## config.mk

```make
export PLATFORM = sky130hd
export DESIGN_NAME = mms_ctrl
export DESIGN_NICKNAME = d
export VERILOG_FILES = /design/src/rtl/mms_pkg.sv /design/src/rtl/mms_ctrl.sv
export SDC_FILE = /design/constraint.sdc
export NUM_CORES = 1
export LEC_CHECK = 0
export ABC_AREA = 1
export BUFFER_PORTS_ARGS = -buffer_cell sky130_fd_sc_hd__buf_2
export CAP_MARGIN = 25
export CORE_MARGIN = 1
export CORE_UTILIZATION = 40
export DETAILED_ROUTE_END_ITERATION = 10
export HOLD_SLACK_MARGIN = 0.1
export PLACE_DENSITY_LB_ADDON = 0.25
export SLEW_MARGIN = 40
export SYNTH_ARGS = -nofsm -noshare
export SYNTH_HDL_FRONTEND = slang
export SYNTH_SLANG_ARGS = --single-unit
```

## constraint.sdc

```tcl
create_clock -name clock -period 1.9 [get_ports clock]
set_input_delay 0.38 -clock clock [delete_from_list [all_inputs] [get_ports clock]]
set_output_delay 0.38 -clock clock [all_outputs]
set_load 0.005 [all_outputs]
```

## src/rtl/mms_pkg.sv

```systemverilog
// ----------------------------------------------------------------------------
// mms_pkg: shared types, codes and key functions
// Payload structs, register and encoding codes, and the order key used by the
// mode select cells.
// ----------------------------------------------------------------------------
package mms_pkg;

   localparam int VALUE_W = 64;
   localparam int CSR_W   = 6;

   // register indexes
   localparam logic CSR_VALUE_TYPE = 1'b0;
   localparam logic CSR_ARG_COUNT  = 1'b1;

   // value encodings; the fourth code behaves as float64
   localparam logic [1:0] VT_INT32   = 2'd0;
   localparam logic [1:0] VT_FLOAT32 = 2'd1;
   localparam logic [1:0] VT_FLOAT64 = 2'd2;

   typedef struct packed {
      logic [VALUE_W-1:0] value;
      logic               is_null;
   } req_type;

   typedef struct packed {
      logic [VALUE_W-1:0] mode_value;
      logic               mode_null;
   } rsp_type;

   // key carried along the compare lanes
   typedef struct packed {
      logic               v;
      logic [VALUE_W-1:0] key;
   } lane_type;

   typedef struct packed {
      logic load;
      logic setup;
      logic count;
      logic select;
      logic rsp_load;
   } mms_ctrl_type;

   typedef enum logic [2:0] {
      ST_LOAD,
      ST_SETUP,
      ST_COUNT,
      ST_SELECT,
      ST_DONE
   } mms_state_type;

   // Order-preserving unsigned key; float zero of either sign maps to +0.
   function automatic logic [VALUE_W-1:0] mms_key(input logic [VALUE_W-1:0] raw,
                                                  input logic [1:0] vt);
      logic [31:0]        c32;
      logic [VALUE_W-1:0] c64;
      logic [VALUE_W-1:0] k;
      c32 = raw[31:0];
      c64 = raw;
      case (vt)
         VT_INT32: begin
            k = {32'h0, c32 ^ 32'h8000_0000};
         end
         VT_FLOAT32: begin
            if (c32 == 32'h8000_0000) begin
               c32 = 32'h0;
            end
            k = c32[31] ? {32'h0, ~c32} : {32'h0, c32 | 32'h8000_0000};
         end
         default: begin
            if (c64 == 64'h8000_0000_0000_0000) begin
               c64 = '0;
            end
            k = c64[63] ? ~c64 : (c64 | 64'h8000_0000_0000_0000);
         end
      endcase
      return k;
   endfunction

   // Inverse of mms_key: canonical raw bits of a key.
   function automatic logic [VALUE_W-1:0] mms_value(input logic [VALUE_W-1:0] k,
                                                    input logic [1:0] vt);
      logic [VALUE_W-1:0] v;
      case (vt)
         VT_INT32: begin
            v = {32'h0, k[31:0] ^ 32'h8000_0000};
         end
         VT_FLOAT32: begin
            v = k[31] ? {32'h0, k[31:0] & 32'h7FFF_FFFF} : {32'h0, ~k[31:0]};
         end
         default: begin
            v = k[63] ? (k & 64'h7FFF_FFFF_FFFF_FFFF) : ~k;
         end
      endcase
      return v;
   endfunction

endpackage

```

## src/rtl/mms_ctrl.sv

```systemverilog
// ----------------------------------------------------------------------------
// mms_ctrl: sequencer of the mode select chain
// Counts loaded values, runs the setup, count and select passes, and owns the
// result valid flag.
// ----------------------------------------------------------------------------
module mms_ctrl
   import mms_pkg::*;
#(
   parameter int MAX_ARGS = 32,
   parameter int CW       = 6
) (
   input  logic               clock,
   input  logic               reset,
   input  logic               req_valid,
   input  logic               req_is_null,
   input  logic               rsp_stall,
   input  logic [CSR_W-1:0]   arg_count,
   output mms_ctrl_type       ctrl,
   output logic [CW-1:0]      fill,
   output logic               null_seen,
   output logic               req_stall,
   output logic               rsp_valid
);

   localparam int AW = (CW > CSR_W) ? CW : CSR_W;

   mms_state_type state_ff, state_in;
   logic [CW-1:0] item_ff, item_in;
   logic [CW-1:0] step_ff, step_in;
   logic          null_ff, null_in;
   logic          rsp_valid_ff, rsp_valid_in;
   logic [AW-1:0] argc_w;
   logic [CW-1:0] lim;
   logic [CW-1:0] item_next;
   logic          last_step;

   // clamp the cell size to 1..MAX_ARGS
   always_comb begin
      argc_w = AW'(arg_count);
      if (argc_w == '0) begin
         lim = CW'(1);
      end else if (argc_w > AW'(MAX_ARGS)) begin
         lim = CW'(MAX_ARGS);
      end else begin
         lim = CW'(argc_w);
      end
   end

   assign item_next = item_ff + CW'(1);
   assign last_step = (step_ff == (item_ff - CW'(1)));

   always_comb begin
      state_in     = state_ff;
      item_in      = item_ff;
      step_in      = step_ff;
      null_in      = null_ff;
      rsp_valid_in = rsp_valid_ff && rsp_stall;
      ctrl         = '0;
      req_stall    = 1'b1;
      case (state_ff)
         ST_LOAD: begin
            req_stall = 1'b0;
            if (req_valid) begin
               ctrl.load = 1'b1;
               item_in   = item_next;
               null_in   = null_ff | req_is_null;
               if (item_next >= lim) begin
                  state_in = ST_SETUP;
               end
            end
         end
         ST_SETUP: begin
            ctrl.setup = 1'b1;
            step_in    = '0;
            state_in   = ST_COUNT;
         end
         ST_COUNT: begin
            ctrl.count = 1'b1;
            step_in    = step_ff + CW'(1);
            if (last_step) begin
               step_in  = '0;
               state_in = ST_SELECT;
            end
         end
         ST_SELECT: begin
            ctrl.select = 1'b1;
            step_in     = step_ff + CW'(1);
            if (last_step) begin
               state_in = ST_DONE;
            end
         end
         ST_DONE: begin
            // hold until the output register is free
            if (!rsp_valid_ff || !rsp_stall) begin
               ctrl.rsp_load = 1'b1;
               rsp_valid_in  = 1'b1;
               item_in       = '0;
               null_in       = 1'b0;
               state_in      = ST_LOAD;
            end
         end
         default: begin
            state_in = ST_LOAD;
         end
      endcase
   end

   always_ff @(posedge clock) begin
      if (reset) begin
         state_ff     <= ST_LOAD;
         item_ff      <= '0;
         step_ff      <= '0;
         null_ff      <= 1'b0;
         rsp_valid_ff <= 1'b0;
      end else begin
         state_ff     <= state_in;
         item_ff      <= item_in;
         step_ff      <= step_in;
         null_ff      <= null_in;
         rsp_valid_ff <= rsp_valid_in;
      end
   end

   assign fill      = item_ff;
   assign null_seen = null_ff;
   assign rsp_valid = rsp_valid_ff;

endmodule

```

# Word level (Yosys, flattened, before mapping)

Index checks and enable logic that the tools add are counted.

$add $sub $neg: 3
$lt $le $gt $ge: 2
Eq/ne operators: 10
Multiplexer cells: 26
Bitwise operators: 1
Reduce and logical (&&, ||, !) cells: 10

Operators by type and width:

| operator                                                           | count |
|---|---|
| 6-bit 2-to-1 mux                                                   | 5 |
| 6-bit case mux with 3 select lines                                 | 1 |
| 3-bit 2-to-1 mux                                                   | 5 |
| 3-bit case mux with 5 select lines                                 | 1 |
| 6-bit by 1-bit adder with 6-bit output, second input constant      | 2 |
| 1-bit 2-to-1 mux                                                   | 12 |
| 6-bit case mux with 2 select lines                                 | 1 |
| 2-bit != test, second input constant                               | 5 |
| 3-bit by 2-bit == test with 1-bit output, second input constant    | 2 |
| 6-bit == test                                                      | 1 |
| 6-bit greater-or-equal comparator                                  | 1 |
| 6-bit > comparator, second input constant                          | 1 |
| 6-bit logical NOT                                                  | 1 |
| 6-bit by 1-bit subtractor with 6-bit output, second input constant | 1 |
| 5-bit AND reduction                                                | 1 |
| 3-bit by 1-bit == test with 1-bit output, second input constant    | 1 |
| 3-bit == test, second input constant                               | 1 |
| 3-bit logical NOT                                                  | 1 |
| 3-bit AND reduction                                                | 1 |
| 3-bit nonzero test                                                 | 1 |
| 1-bit logical NOT                                                  | 2 |
| 1-bit case mux with 2 select lines                                 | 1 |
| 2-bit nonzero test                                                 | 1 |
| 1-bit logical AND                                                  | 1 |
| other kinds (2)                                                    | 2 |

Bits in registers: 17
Output and inout bits: 14
Word-level logic and storage cells: 57

# Depth between registers and ports, before layout

Depth in word-level cells: 7
Mapped depth: 15
Gate-level depth less buffers: 15

# Least setup slack after synthesis

Ideal clock, no wire load.

Path type: flip-flop to flip-flop
From: register item_ff[1], in the netlist fill[1]
To: register state_ff[0]
Arrival: 1.785 ns
Data required time: 1.766 ns
Slack: -0.019 ns
Cell stages (with the launch flop): 13
Buffers on the path: 0
Period minus slack after synthesis: 1.919 ns
Cells stage by stage: dfxtp_1 -> nand3_1 -> nor3_2 -> xor2_1 -> ha_1 -> nand2_1 -> inv_1 -> a21oi_1 -> nand4_1 -> nand2_1 -> inv_1 -> nand4_1 -> a21oi_1

Cells in the longest elaborated chain, start to end: 4
Elaborated cells between the ends (all ways): 8

RTL lines:

| what                                                                                                         | RTL line                       | text |
|---|---|---|
| from (decl)                                                                                                  | mms_ctrl.sv:28                 | `logic [CW-1:0] item_ff, item_in;` |
| from (signal assigned)                                                                                       | mms_ctrl.sv:117                | `item_ff <= item_in;` |
| 6-bit by 1-bit adder with 6-bit output / 6-bit by 1-bit subtractor with 6-bit output (equally long branches) | mms_ctrl.sv:49, mms_ctrl.sv:50 |  |
| 6-bit greater-or-equal comparator / 6-bit == test (equally long branches)                                    | mms_ctrl.sv:67, mms_ctrl.sv:50 |  |
| 2-bit != test (no line)                                                                                      | -                              |  |
| 5-bit AND reduction (no line) *                                                                              | -                              |  |
| to (signal assigned)                                                                                         | mms_ctrl.sv:116                | `state_ff <= state_in;` |
| to (decl)                                                                                                    | mms_ctrl.sv:27                 | `mms_state_type state_ff, state_in;` |

Every way passes the cells marked *; elsewhere a longest branch is shown, timed or not.
A chain may end at the register's enable or synchronous reset.

# Final worst setup path

From: register item_ff[0], in the netlist fill[0]
To: register state_ff[0]

Same word-level chain as after synthesis.

==> flow_summary.toml <==
[outcome]
status = "finished, final reports clean"

[logic_synthesis]
ys_warn_count = 0
ys_ff_latch = 17
synth_cells = 200
synthAdderAreaFrac_pct = 8.40
synth_area_per_cell_um2 = 6.71
synth.lib_cells_used.distinct = 24
synth_nets = 220
synthXorXnorAreaFrac_pct = 8.40
yosys.area_share.simple_pct = 40.1
synth_compound_area_share_pct = 5.97
yosys-mux-area-fraction_pct = 0
synth_top_family_by_area = "simple AND/OR/NAND/NOR gates"
ys_seq_area_share_pct = 25.4
syn_area_mm2 = 0.00134

[final_layout]
stdcell_count = 283
nNetsFinal = 260
n_antenna_cell = 0
drive_above_1_share_pct = 36.0
area_growth_pct = 28.4

[detailed_routing]
drtIter0Drc = 36
highest_layer = "met4"
wirelength_um = 2970
drt_first_pass_iters = 4
drcViolationCount = 0
ant_nets = 0
wire_per_inst_um = 10.5
met2_length_um = 1350
met3_length_um = 131
via_count = 1292
viasPerCell = 4.57
met1Wirelength_um = 1460

[global_routing]
grt_antenna_before_repair = 0
grt-ovfl-total = 0
grt_max_degree = 13
grt_pass1_wl_um = 5000
grt_use_total_pct = 18.9
grt_pass1_vias = 1120

[floorplan]
coreArea_mm2 = 0.00313
io_pins = 25
die_w_um = 59.9
fp.dieH_um = 59.9
die-area_mm2 = 0.00359
num_rows = 20
start_util_pct = 42.9

[place]
port_buffers = 24
place_ws_ps = -58.8
dp_cells = 277
dpl.hpwl_um = 2340
place.gp.congestion = 0.852

[sta]
timing.final.ws_setup_ps = 58.7
setup_viol = 0
tightest_slew_ps = 278
drv_slew = 0
slew_headroom_pct = 81.4
final.setup_skew_ps = 5.45
max_freq_mhz = 543
timing.final.crit_share_pct = 96.9
finalHoldViolations = 0
post-route-min-period_ps = 1840
rsz0062_at_grt = "yes"

[worst_setup_path]
critPathCaptureType = "flop"
cp_cell_sequence = "nand3_4, nor3_4, xor2_2, ha_1, nand2_2, inv_2, a21oi_2, nand4_1, nand2_1, inv_2, nand4_1, a21oi_2"
cp_slowest_cell = "dfxtp_4"
cp_data_required_time_ps = 2100
arrival_ps = 2040
r2r_cells = 12
critPathKind = "reg -> reg"
start_kind = "flop"
critical_path.max_fanout = 4
worst_path_largest_cell_delay_ps = 400

[power_and_ir_drop]
power_frac_seq_pct = 30.3
leakagePower_uw = 0.000897
power_uw = 1530
power_switching_share_pct = 44.4
intPower_uw = 852
p_switching_uw = 681
irDropWorstVdd_mv = 0.712
combPwrFrac_pct = 56.1
p_per_area_mw_per_mm2 = 891
power.clock.fraction_pct = 13.6

[job]
drv_cap = 0

[clock_tree]
root_buffer = "clkbuf_4"
clock-sinks = 17
cts_made_buffers = 3
htree_levels = 1
cts_buffer_depth = 2
clkTransAtPathRegs_ps = 110
clock_latency_ps = 300
cts_tree = "yes"

[min_path]
holdPathStages = 3
hold_class = "in -> reg"
flip-flops by register name, summed over array words and instances, names as in the netlist:
register / count
fill: 6
step_ff: 6
state_ff: 3
null_seen: 1
rsp_valid: 1
power by group through the flow:
stage,clock [uW],sequential [uW],combinational (uW)
CTS,213,449,793
global placement,0,453,782
floorplan,0,460,574
global route,229,472,973
detailed placement,0,454,790
finish,209,464,860
per-layer routing:
layer,up-vias,global-route usage (%)
li1,695,-
met1,568,26.1
met2,25,29.2
met3,4,4.55
met4,0,4.98
met5,-,0
layout by cell type, fill, tap and decap left out, types with 5 or more instances in the layout:
cell | synthesis | routed
nand4_1 | 5 | 5
inv_1 | 25 | 23
nand3_1 | 11 | 9
buf_2 | 0 | 24
buf_4 | 0 | 12
nand2_1 | 60 | 58
xor2_1 | 8 | 6
inv_2 | 13 | 15
nor2_1 | 13 | 11
ha_1 | 9 | 6
nor2_4 | 5 | 5
a21oi_1 | 12 | 10
dfxtp_1 | 17 | 14
synthesized netlist by cell type:
cell type   n  area share (%)
nor3_1      3             1.1
nand3_1    11             4.1
a21oi_1    12             4.5
inv_2      13             3.6
nand3_4     1             1.3
xnor2_1     3             2.0
buf_6       1            0.84
xor2_1      8             5.2
clkbuf_1    1            0.28
nand2_1    60              17
ha_1        9             8.4
nor2_2      1            0.47
nand3_2     2             1.5
nor2_1     13             3.6
xor2_2      1             1.2
nor2_8      1             1.5
dfxtp_1    17              25
inv_1      25             7.0
nor3_2      2             1.5
nand2_4     2             1.7
o21ai_0     2            0.75
nand4_1     5             2.3
nor2_4      5             4.2
o21ai_1     2            0.75
kinds of logic after synthesis:
group,Yosys count
DFF,17
adders and majority gates,9
and+or+nand+nor,106
AOI/OAI and AO/OA,16
buffers and inverters,40
xor gates and xnor gates,12
layout make-up:
type                            instances  area (um^2)
Clock buffer                            4         26.3
Fill cell                             326         1410
Inverter                               38          143
Multi-Input combinational cell        143          927
Sequential cell                        17          349
Tap cell                               44         55.1
Timing Repair Buffer                   37          221
path summary, 6_finish.rpt:
check | to | from | slack (ps)
setup / recovery | state_ff[0] | fill[0] | 60
hold / removal | rsp_valid | rsp_stall | 330
setup reg to reg | state_ff[0] | fill[0] | 60
hold reg to reg | rsp_valid | rsp_valid | 500
critical path: cells and delay by family (launching register included):
kind | cells | cell delay, ps
xor+xnor | 1 | 170
buf+inv | 2 | 80
fa+ha+maj | 1 | 270
compound gates | 2 | 160
simple gates | 6 | 660
flops | 1 | 400
per-stage QoR:
step                cell area, um^2  setup TNS, ps  utilization, %  hold WS [ps]
floorplan                      1340              0               -           481
global placement               1590          -35.2            50.7           484
detailed placement             1590           -100            50.7           479
CTS                            1620              0            51.6           330
global route                   1720           -171            55.0           329
finish                         1720              0            55.0           330
repair_timing:
item | in CTS | in global routing
resized for setup | 2 | 21
hold buffers | 0 | 0
pin swaps | 0 | 19
setup endpoints to repair | 2 | 10
setup buffers | 0 | 2
No activity file was read; power rests on OpenSTA's default activity.
